## src/arpre_pkg.sv

```systemverilog
package arpre_pkg;

  typedef struct packed {
    logic [1:0]  kind;
    logic [31:0] hop_ip;
    logic [15:0] buffer_tag;
    logic [47:0] frame_dst_mac;
    logic [15:0] frame_ethertype;
    logic        payload_ok;
    logic [15:0] arp_op;
    logic [47:0] arp_sender_mac;
    logic [31:0] arp_sender_ip;
    logic [31:0] arp_target_ip;
    logic [15:0] elapsed_ms;
  } item_t;

  typedef struct packed {
    logic [2:0]  result_kind;
    logic [47:0] dest_mac;
    logic [31:0] arp_target_ip_out;
    logic [47:0] arp_target_mac_out;
    logic [15:0] tag_out;
    logic        last;
  } result_t;

  localparam logic [1:0] KIND_SEND = 2'd0;
  localparam logic [1:0] KIND_RECV = 2'd1;
  localparam logic [1:0] KIND_TICK = 2'd2;

  localparam logic [2:0] RES_IPV4    = 3'd0;
  localparam logic [2:0] RES_REQUEST = 3'd1;
  localparam logic [2:0] RES_REPLY   = 3'd2;
  localparam logic [2:0] RES_DELIVER = 3'd3;
  localparam logic [2:0] RES_DROP    = 3'd4;

  localparam logic [15:0] ETYPE_IPV4     = 16'h0800;
  localparam logic [15:0] ETYPE_ARP      = 16'h0806;
  localparam logic [15:0] ARP_OP_REQUEST = 16'd1;
  localparam logic [47:0] MAC_BCAST      = 48'hFFFF_FFFF_FFFF;

  localparam logic [30:0] LIFETIME_RESET = 31'd30000;
  localparam logic [30:0] RETRY_RESET    = 31'd5000;

  localparam logic [1:0] REG_OWN_MAC  = 2'd0;
  localparam logic [1:0] REG_OWN_IP   = 2'd1;
  localparam logic [1:0] REG_LIFETIME = 2'd2;
  localparam logic [1:0] REG_RETRY    = 2'd3;

  typedef enum logic [2:0] {
    OP_NONE,
    OP_SEND,
    OP_DELIVER,
    OP_ARP,
    OP_TICK
  } op_t;

  typedef struct packed {
    op_t         op;
    logic        reply;
    logic [31:0] ip;
    logic [15:0] tag;
    logic [47:0] mac;
    logic [15:0] elapsed;
  } job_t;

  typedef enum logic [3:0] {
    S_IDLE,
    S_SEND_SCAN,
    S_SEND_DONE,
    S_DELIVER,
    S_LEARN_SCAN,
    S_LEARN_DONE,
    S_FLUSH_SCAN,
    S_FLUSH_DONE,
    S_TICK_SCAN,
    S_FINISH
  } state_t;

endpackage

```

## src/arpre_front.sv

```systemverilog
module arpre_front import arpre_pkg::*; (
  input  logic        clk,
  input  logic        rst,
  input  logic        start,
  input  item_t       item,
  output logic        busy,
  input  logic [47:0] own_mac,
  input  logic [31:0] own_ip,
  output logic        job_valid,
  output job_t        job,
  input  logic        job_pop
);

  job_t       q [2];
  logic       rd_ptr;
  logic       wr_ptr;
  logic [1:0] cnt;
  job_t       cls;
  logic       push;

  always_comb begin
    cls = '0;
    cls.tag = item.buffer_tag;
    cls.elapsed = item.elapsed_ms;
    cls.mac = item.arp_sender_mac;
    cls.ip = item.arp_sender_ip;
    cls.reply = (item.arp_op == ARP_OP_REQUEST) && (item.arp_target_ip == own_ip);
    case (item.kind)
      KIND_SEND: begin
        cls.op = OP_SEND;
        cls.ip = item.hop_ip;
      end
      KIND_RECV: begin
        // drop foreign destinations and bad payloads
        if ((item.frame_dst_mac == own_mac || item.frame_dst_mac == MAC_BCAST) &&
            item.payload_ok) begin
          if (item.frame_ethertype == ETYPE_IPV4) cls.op = OP_DELIVER;
          else if (item.frame_ethertype == ETYPE_ARP) cls.op = OP_ARP;
          else cls.op = OP_NONE;
        end else begin
          cls.op = OP_NONE;
        end
      end
      KIND_TICK: cls.op = OP_TICK;
      default:   cls.op = OP_NONE;
    endcase
  end

  assign busy = (cnt == 2'd2);
  assign push = start && !busy;
  assign job_valid = (cnt != 2'd0);
  assign job = q[rd_ptr];

  always_ff @(posedge clk) begin
    if (rst) begin
      rd_ptr <= 1'b0;
      wr_ptr <= 1'b0;
      cnt <= 2'd0;
    end else begin
      if (push) begin
        q[wr_ptr] <= cls;
        wr_ptr <= !wr_ptr;
      end
      if (job_pop) rd_ptr <= !rd_ptr;
      cnt <= cnt + 2'(push) - 2'(job_pop);
    end
  end

endmodule

```

## src/arpre_back.sv

```systemverilog
module arpre_back import arpre_pkg::*; #(
  parameter int CACHE_ENTRIES   = 16,
  parameter int PENDING_ENTRIES = 8,
  parameter int WAIT_SLOTS      = 16
) (
  input  logic        clk,
  input  logic        rst,
  input  logic        job_valid,
  input  job_t        job,
  output logic        job_pop,
  input  logic [30:0] lifetime,
  input  logic [30:0] retry,
  output logic        result_valid,
  output result_t     result
);

  localparam int CIW  = (CACHE_ENTRIES > 1) ? $clog2(CACHE_ENTRIES) : 1;
  localparam int PIW  = (PENDING_ENTRIES > 1) ? $clog2(PENDING_ENTRIES) : 1;
  localparam int WIW  = (WAIT_SLOTS > 1) ? $clog2(WAIT_SLOTS) : 1;
  localparam int OW   = $clog2(WAIT_SLOTS + 1);
  localparam int MAXD = (CACHE_ENTRIES > PENDING_ENTRIES) ?
                        ((CACHE_ENTRIES > WAIT_SLOTS) ? CACHE_ENTRIES : WAIT_SLOTS) :
                        ((PENDING_ENTRIES > WAIT_SLOTS) ? PENDING_ENTRIES : WAIT_SLOTS);
  localparam int KW   = $clog2(MAXD + 1);

  state_t state, state_next;
  job_t   cur;
  logic [31:0] now;
  logic [KW-1:0] k;

  logic [CACHE_ENTRIES-1:0]   cv;
  logic [31:0] cip    [CACHE_ENTRIES];
  logic [47:0] cmac   [CACHE_ENTRIES];
  logic [31:0] cstamp [CACHE_ENTRIES];
  logic [PENDING_ENTRIES-1:0] pv;
  logic [31:0] pip    [PENDING_ENTRIES];
  logic [31:0] pstamp [PENDING_ENTRIES];
  logic [WAIT_SLOTS-1:0]      wv;
  logic [31:0] wip    [WAIT_SLOTS];
  logic [15:0] wtag   [WAIT_SLOTS];
  logic [OW-1:0] word [WAIT_SLOTS];

  // scan accumulators
  logic          hit;
  logic [47:0]   hit_mac;
  logic          wsf;
  logic [WIW-1:0] ws;
  logic [OW-1:0] wcnt;
  logic          pmatch;
  logic          pff;
  logic [PIW-1:0] pfs;
  logic          cmf;
  logic [CIW-1:0] cms;
  logic          cff;
  logic [CIW-1:0] cfs;
  logic [31:0]   best_age;
  logic [CIW-1:0] best_slot;
  logic          ffound;
  logic [WIW-1:0] fidx;
  logic [OW-1:0] ford;
  logic [15:0]   ftag;

  logic        hv;
  result_t     hres;
  result_t     fin_r;
  logic        emit_v;
  result_t     emit_r;

  logic [CIW-1:0] kc;
  logic [PIW-1:0] kp;
  logic [WIW-1:0] kw;
  logic in_c, in_p, in_w, scan_end;
  logic [31:0] cage, page;
  logic [CIW-1:0] lslot;
  logic send_drop;

  assign kc = k[CIW-1:0];
  assign kp = k[PIW-1:0];
  assign kw = k[WIW-1:0];
  assign in_c = (k < KW'(CACHE_ENTRIES));
  assign in_p = (k < KW'(PENDING_ENTRIES));
  assign in_w = (k < KW'(WAIT_SLOTS));
  assign scan_end = (k == KW'(MAXD - 1));
  assign cage = now - cstamp[kc];
  assign page = now - pstamp[kp];
  assign lslot = cmf ? cms : (cff ? cfs : best_slot);
  assign send_drop = !wsf || (!pmatch && !pff);
  assign job_pop = (state == S_IDLE) && job_valid;

  always_comb begin
    fin_r = hres;
    fin_r.last = 1'b1;
  end

  always_comb begin
    state_next = state;
    unique case (state)
      S_IDLE: begin
        if (job_valid) begin
          unique case (job.op)
            OP_SEND:    state_next = S_SEND_SCAN;
            OP_DELIVER: state_next = S_DELIVER;
            OP_ARP:     state_next = S_LEARN_SCAN;
            OP_TICK:    state_next = S_TICK_SCAN;
            default:    state_next = S_IDLE;
          endcase
        end
      end
      S_SEND_SCAN:  if (scan_end) state_next = S_SEND_DONE;
      S_SEND_DONE:  state_next = S_FINISH;
      S_DELIVER:    state_next = S_FINISH;
      S_LEARN_SCAN: if (scan_end) state_next = S_LEARN_DONE;
      S_LEARN_DONE: state_next = S_FLUSH_SCAN;
      S_FLUSH_SCAN: if (scan_end) state_next = S_FLUSH_DONE;
      S_FLUSH_DONE: state_next = ffound ? S_FLUSH_SCAN : S_FINISH;
      S_TICK_SCAN:  if (scan_end) state_next = S_FINISH;
      S_FINISH:     state_next = S_IDLE;
      default:      state_next = S_IDLE;
    endcase
  end

  always_comb begin
    emit_v = 1'b0;
    emit_r = '0;
    unique case (state)
      S_SEND_DONE: begin
        emit_r.tag_out = cur.tag;
        if (hit) begin
          emit_v = 1'b1;
          emit_r.result_kind = RES_IPV4;
          emit_r.dest_mac = hit_mac;
        end else if (send_drop) begin
          emit_v = 1'b1;
          emit_r.result_kind = RES_DROP;
        end else if (!pmatch) begin
          emit_v = 1'b1;
          emit_r.result_kind = RES_REQUEST;
          emit_r.dest_mac = MAC_BCAST;
          emit_r.arp_target_ip_out = cur.ip;
          emit_r.tag_out = '0;
        end
      end
      S_DELIVER: begin
        emit_v = 1'b1;
        emit_r.result_kind = RES_DELIVER;
        emit_r.tag_out = cur.tag;
      end
      S_LEARN_DONE: begin
        if (cur.reply) begin
          emit_v = 1'b1;
          emit_r.result_kind = RES_REPLY;
          emit_r.dest_mac = cur.mac;
          emit_r.arp_target_ip_out = cur.ip;
          emit_r.arp_target_mac_out = cur.mac;
        end
      end
      S_FLUSH_DONE: begin
        if (ffound) begin
          emit_v = 1'b1;
          emit_r.result_kind = RES_IPV4;
          emit_r.dest_mac = cur.mac;
          emit_r.tag_out = ftag;
        end
      end
      S_TICK_SCAN: begin
        if (in_p && pv[kp] && page >= {1'b0, retry}) begin
          emit_v = 1'b1;
          emit_r.result_kind = RES_REQUEST;
          emit_r.dest_mac = MAC_BCAST;
          emit_r.arp_target_ip_out = pip[kp];
        end
      end
      default: emit_v = 1'b0;
    endcase
  end

  always_ff @(posedge clk) begin
    if (rst) begin
      state <= S_IDLE;
      now <= '0;
      k <= '0;
      cv <= '0;
      pv <= '0;
      wv <= '0;
      hv <= 1'b0;
      result_valid <= 1'b0;
    end else begin
      state <= state_next;
      result_valid <= 1'b0;

      // hold each result one step so the final one can carry last
      if (emit_v) begin
        if (hv) begin
          result_valid <= 1'b1;
          result <= hres;
        end
        hres <= emit_r;
        hv <= 1'b1;
      end else if (state == S_FINISH && hv) begin
        result_valid <= 1'b1;
        result <= fin_r;
        hv <= 1'b0;
      end

      if (state == S_SEND_SCAN || state == S_LEARN_SCAN ||
          state == S_FLUSH_SCAN || state == S_TICK_SCAN) begin
        k <= scan_end ? '0 : k + KW'(1);
      end else begin
        k <= '0;
        hit <= 1'b0;
        wsf <= 1'b0;
        wcnt <= '0;
        pmatch <= 1'b0;
        pff <= 1'b0;
        cmf <= 1'b0;
        cff <= 1'b0;
        best_age <= '0;
        best_slot <= '0;
        ffound <= 1'b0;
      end

      unique case (state)
        S_IDLE: begin
          if (job_valid) begin
            cur <= job;
            if (job.op == OP_TICK) now <= now + 32'(job.elapsed);
          end
        end
        S_SEND_SCAN: begin
          if (in_c && cv[kc] && cip[kc] == cur.ip && !hit) begin
            hit <= 1'b1;
            hit_mac <= cmac[kc];
          end
          if (in_w) begin
            if (wv[kw]) wcnt <= wcnt + OW'(1);
            else if (!wsf) begin
              wsf <= 1'b1;
              ws <= kw;
            end
          end
          if (in_p) begin
            if (pv[kp] && pip[kp] == cur.ip) pmatch <= 1'b1;
            else if (!pv[kp] && !pff) begin
              pff <= 1'b1;
              pfs <= kp;
            end
          end
        end
        S_SEND_DONE: begin
          if (!hit && !send_drop) begin
            wv[ws] <= 1'b1;
            wip[ws] <= cur.ip;
            wtag[ws] <= cur.tag;
            word[ws] <= wcnt;
            if (!pmatch) begin
              pv[pfs] <= 1'b1;
              pip[pfs] <= cur.ip;
              pstamp[pfs] <= now;
            end
          end
        end
        S_LEARN_SCAN: begin
          if (in_c) begin
            if (cv[kc] && cip[kc] == cur.ip && !cmf) begin
              cmf <= 1'b1;
              cms <= kc;
            end
            if (!cv[kc] && !cff) begin
              cff <= 1'b1;
              cfs <= kc;
            end
            if (cage > best_age) begin
              best_age <= cage;
              best_slot <= kc;
            end
          end
          if (in_p && pv[kp] && pip[kp] == cur.ip) pv[kp] <= 1'b0;
        end
        S_LEARN_DONE: begin
          cv[lslot] <= 1'b1;
          cip[lslot] <= cur.ip;
          cmac[lslot] <= cur.mac;
          cstamp[lslot] <= now;
        end
        S_FLUSH_SCAN: begin
          if (in_w && wv[kw] && wip[kw] == cur.ip && (!ffound || word[kw] < ford)) begin
            ffound <= 1'b1;
            fidx <= kw;
            ford <= word[kw];
            ftag <= wtag[kw];
          end
        end
        S_FLUSH_DONE: begin
          if (ffound) begin
            // close up the ranks behind the removed slot
            for (int i = 0; i < WAIT_SLOTS; i++) begin
              if (wv[i] && word[i] > ford) word[i] <= word[i] - OW'(1);
            end
            wv[fidx] <= 1'b0;
          end
        end
        S_TICK_SCAN: begin
          if (in_c && cv[kc] && cage > {1'b0, lifetime}) cv[kc] <= 1'b0;
          if (in_p && pv[kp] && page >= {1'b0, retry}) pstamp[kp] <= now;
        end
        default: ;
      endcase
    end
  end

  a_kind_range: assert property (@(posedge clk) disable iff (rst)
    result_valid |-> (result.result_kind <= RES_DROP))
    else $error("result kind out of range");

  a_idle_empty: assert property (@(posedge clk) disable iff (rst)
    (state == S_IDLE) |-> !hv)
    else $error("held result left over in idle");

  a_final_last: assert property (@(posedge clk) disable iff (rst)
    (state == S_FINISH && hv) |=> (result_valid && result.last))
    else $error("final result not marked last");

endmodule

```

## src/arp_resolution_engine_unit.sv

```systemverilog
// A scan visits one table entry a cycle over max(CACHE_ENTRIES, PENDING_ENTRIES,
// WAIT_SLOTS) entries. Send and tick items take one scan, IPv4 deliveries none;
// ARP frames take one learn scan plus one flush scan per flushed datagram and a
// final flush scan that finds none; a 2-deep queue buffers items.
// Results come one per cycle at most and cannot be stalled by the receiver.
// Reset (rst, synchronous) empties cache, pending and wait tables and the clock.
module arp_resolution_engine_unit import arpre_pkg::*; #(
  parameter int CACHE_ENTRIES   = 16,
  parameter int PENDING_ENTRIES = 8,
  parameter int WAIT_SLOTS      = 16
) (
  input  logic        clk,
  input  logic        rst,
  input  logic        start,
  output logic        busy,
  input  item_t       item,
  output logic        result_valid,
  output result_t     result,
  input  logic        psel,
  input  logic        penable,
  input  logic        pwrite,
  input  logic [4:0]  paddr,
  input  logic [63:0] pwdata,
  output logic [63:0] prdata,
  output logic        pready
);

  logic [47:0] own_mac;
  logic [31:0] own_ip;
  logic [30:0] lifetime;
  logic [30:0] retry;
  logic        job_valid;
  job_t        job;
  logic        job_pop;

  assign pready = 1'b1;

  always_ff @(posedge clk) begin
    if (rst) begin
      own_mac <= '0;
      own_ip <= '0;
      lifetime <= LIFETIME_RESET;
      retry <= RETRY_RESET;
    end else if (psel && penable && pwrite && pready) begin
      unique case (paddr[4:3])
        REG_OWN_MAC:  own_mac <= pwdata[47:0];
        REG_OWN_IP:   own_ip <= pwdata[31:0];
        REG_LIFETIME: lifetime <= pwdata[30:0];
        REG_RETRY:    retry <= pwdata[30:0];
        default: ;
      endcase
    end
  end

  always_comb begin
    unique case (paddr[4:3])
      REG_OWN_MAC:  prdata = {16'd0, own_mac};
      REG_OWN_IP:   prdata = {32'd0, own_ip};
      REG_LIFETIME: prdata = {33'd0, lifetime};
      REG_RETRY:    prdata = {33'd0, retry};
      default:      prdata = '0;
    endcase
  end

  arpre_front u_front (
    .clk(clk), .rst(rst), .start(start), .item(item), .busy(busy),
    .own_mac(own_mac), .own_ip(own_ip),
    .job_valid(job_valid), .job(job), .job_pop(job_pop)
  );

  arpre_back #(
    .CACHE_ENTRIES(CACHE_ENTRIES),
    .PENDING_ENTRIES(PENDING_ENTRIES),
    .WAIT_SLOTS(WAIT_SLOTS)
  ) u_back (
    .clk(clk), .rst(rst), .job_valid(job_valid), .job(job), .job_pop(job_pop),
    .lifetime(lifetime), .retry(retry),
    .result_valid(result_valid), .result(result)
  );

endmodule

```

## config.mk

```make
export PLATFORM = sky130hd
export DESIGN_NAME = arp_resolution_engine_unit
export DESIGN_NICKNAME = d
export VERILOG_FILES = /design/src/arpre_pkg.sv /design/src/arpre_front.sv /design/src/arpre_back.sv /design/src/arp_resolution_engine_unit.sv
export SDC_FILE = /design/constraint.sdc
export NUM_CORES = 2
export LEC_CHECK = 0
export CAP_MARGIN = 20
export CORE_ASPECT_RATIO = 2
export CORE_MARGIN = 2
export CORE_UTILIZATION = 35
export CTS_CLUSTER_SIZE = 24
export DETAILED_ROUTE_END_ITERATION = 8
export DONT_BUFFER_PORTS = 1
export MAX_ROUTING_LAYER = met4
export PLACE_DENSITY = 0.55
export SLEW_MARGIN = 20
export SYNTH_ARGS = -nofsm -noshare
export SYNTH_HDL_FRONTEND = slang
export SYNTH_SLANG_ARGS = --single-unit
```

## constraint.sdc

```tcl
create_clock -name clk -period 49.8 [get_ports clk]
set_clock_uncertainty 0.05 [all_clocks]
set_input_delay 9.96 -clock clk [delete_from_list [all_inputs] [get_ports clk]]
set_output_delay 9.96 -clock clk [all_outputs]
set_load 0.01 [all_outputs]
```

==> metrics.md <==
| Metric | Value |
|---|---|
| CP top delay family | simple AND/OR/NAND/NOR gates |
| Gate Count Post-Synth | 10,900 |
| Max-cap violations | 0 |
| CP max-delay cell | nor2_1 |
| Worst slew margin | 20.3% |
| Routability Congestion | 0.866 |
| Die ar. | 0.486 mm^2 |
| Residual DRC | 0 |
| CP Cell Sequence | nor2_1 -> and2_1 |
| PortBufs | 0 |
| R2R Setup Slk | 39.47 ns |
| Pin count of the biggest net entering global routing | 237 |
| CP Class | input port to primary output |
| EDFF count, synth | 3,912 |
| Routed Antenna Nets | 0 |
| Synthesis Warnings | 0 |
| Final hold vios | 0 |
| Most common cell after layout, fill and taps aside | edfxtp_1 |
| Post-route cell area | 0.189 mm^2 |
| Avg Vias per Cell | 5.66 |
| Via count of the routed design | 99,800 |
| Post-DP HPWL | 305,000 um |
| # clock sinks | 4,142 |
| Clock-pin slew on the worst setup and hold paths | 0.06 ns |
| Syn_area_per_cell | 15.5 um^2 |
| Drt pass-1 iters | 8 |
| Status | complete, no violations |
| Multi-input logic area | 0.0430 mm^2 |
| CTS Buf Count | 386 |
| Register Area | 0.122 mm^2 |
| Row count | 360 |
| Share of cells above drive strength 1 | 13.1% |
| Final Net Count | 11,600 |
| Clk buf depth | 4 |
| Unrepaired setup endpoints after global routing | no |
| CORE AREA | 0.479 mm^2 |
| Share of the synthesized area in the top cell type | 69.9% |
| CP Data Required Time | 39.79 ns |
| Clock Latency Late Sink | 0.99 ns |
| Most frequent cells in the layout | 3,912 x edfxtp_1, 778 x nand2_1, 738 x a21oi_1 |
| Dominant cell type by area after synthesis | edfxtp_1 |
| Top Ports | 549 |
| Arrival time worst endpoint | 10.93 ns |
| Number of global-route vias before repair | 97,200 |
| Final setup viols | 0 |
| Initial Utilization | 35.1% |
| Worst slew pin tran | 1.19 ns |
| DR WL/cell | 30.3 um |
| Peak VDD IR | 0.0432 mV |
| CP endpoint kind | primary output |
| Post-synthesis cell area | 0.168 mm^2 |
| Synth top area cells | edfxtp_1 70%, dfxtp_1 2.7%, mux2i_1 2.6%, a21oi_1 2.2%, ha_1 2.1% |
| Final Power | 8.46 mW |
| Main flop type after synthesis | edfxtp_1 |
| Initial DRC count | 11,700 |
| Slowest Stage Delay on Critical Path | 0.66 ns |
| Setup repair bufs after CTS | 0 |
| FFs w/ async S/R, synth | 0% |
| Die H | 984 um |
| Tmin final | 20.94 ns |
| Type of origin of the critical path | input port |
| Synth-to-Final Area Change | 12.5% |
| Placed instance area | 0.176 mm^2 |
| CTS root buf | clkbuf_16 |
| Synth Register Bits | 4,142 |
| Worst hold path class | register to register |
| Max frequency | 47.8 MHz |
| Post-CTS sizing | 0 |
| Total global-route track usage | 21.8% |
| CP max FO | 40 |
| Static leakage | 59.5 nW |
| Power per cell area | 44.7 mW/mm^2 |
| Slew Viols, Final | 0 |
| Setup_tns | 0 ns |
| Drt total wl | 534,000 um |
| CTS Hold Bufs | 0 |
| CTS tree | done |
| Register area share after synthesis | 72.6% |
| FILL cells | 44,000 |
| Grt ovf | 0 |
| Period utilization | 42.0% |
| Htree depth | 5 |
| First-pass GRT wire length | 746,000 um |
| Synth unique cells | 90 |
| Die width | 494 um |
| Initial antenna violation count | 30 |
| Critical path buffer and inverter count | 0 |
## cells by family after synthesis
| group | count (synthesis) | share of synthesized area, % |
|---|---|---|
| AOI/OAI and AO/OA | 2439 | 9.75 |
| xor gates and xnor gates | 308 | 1.60 |
| adders and majority gates | 284 | 2.13 |
| buffers and inverters | 824 | 2.20 |
| DFF | 4142 | 72.6 |
| muxes | 857 | 6.23 |
| other | 2 | 0.00447 |
| and+or+nand+nor | 2004 | 5.45 |
## synthesized netlist by cell type (14+ instances only)
cell / instances
buf_4: 69
nor4_1: 59
a2111oi_0: 24
and2_1: 23
mux2i_1: 435
dfxtp_1: 230
nand2_1: 780
ha_1: 281
nor2b_1: 50
nand4_1: 74
a311oi_1: 19
and4_1: 16
a31o_2: 21
nor2_1: 516
inv_1: 175
a221o_1: 142
a31oi_1: 52
nand3_1: 155
and3_1: 92
xnor2_1: 195
a221oi_1: 234
o31ai_1: 17
clkbuf_1: 357
a222oi_1: 14
o21ai_0: 419
o211ai_1: 67
a22o_1: 98
xor2_1: 113
nor3b_1: 24
buf_2: 117
buf_6: 24
edfxtp_1: 3912
buf_1: 76
a211oi_1: 71
a22oi_1: 282
o22ai_1: 43
a21o_1: 30
mux4_2: 121
nand2b_1: 78
or2_2: 23
o221ai_1: 22
a21oi_1: 739
mux2_2: 293
o21a_1: 40
nor3_1: 67
## sequential cells by signal, summed over array words and instances, names as in the netlist, 147 cells and up, named ones only
name,flops
u_back.wtag,256
u_back.cip,512
u_back.wip,512
u_back.pstamp,256
u_back.result,148
u_back.pip,256
u_front.q,232
u_back.cstamp,512
u_back.fin_r,147
u_back.cmac,768
## layout make-up
type | instances | area share [%]
Clock buffer | 486 | 5.48
Tap cell | 6335 | 4.19
Antenna cell | 14 | 0.0185
Timing Repair Buffer | 335 | 1.48
Inverter | 179 | 0.364
Clock inverter | 222 | 1.21
Multi-Input combinational cell | 5909 | 22.7
Sequential cell | 4142 | 64.5
## worst paths after layout
check | start | endpoint | cells past startpoint
hold reg to reg | u_back.fin_r[59]$_SDFFCE_PN0P_ | u_back.result[59]$_DFFE_PP_ | 0
hold / removal | u_back.fin_r[59]$_SDFFCE_PN0P_ | u_back.result[59]$_DFFE_PP_ | 0
setup / recovery | paddr[4] | prdata[35] | 2
setup reg to reg | u_back.k[1]$_SDFF_PP0_ | u_back.result[133]$_DFFE_PP_ | 28
## routing by layer
metal / wire [um] / track usage (%)
met3: 40000 / 2.94
met1: 218000 / 28.3
met4: 15200 / 5.74
met5: 0 / -
met2: 261000 / 36.0
## where the power goes
part | internal, mW | total (mW) | switching [mW]
sequential | 4.04 | 4.16 | 0.120
clock | 1.69 | 3.02 | 1.33
combinational | 0.395 | 1.28 | 0.889
total | 6.13 | 8.46 | 2.34
## per-stage QoR
stage | instances | util, % | hold slack (ns) | setup slack (ns)
after floorplan | 10900 | - | 0.350 | 27.11
after detailed placement | 16900 | 36.8 | 0.355 | 28.90
after global placement | 16900 | 36.8 | 0.354 | 28.97
final | 17600 | 39.5 | 0.364 | 28.86
after CTS | 17600 | 39.5 | 0.364 | 28.90
after global routing | 17600 | 39.5 | 0.363 | 28.83
Power figures use the tool's default switching activity.
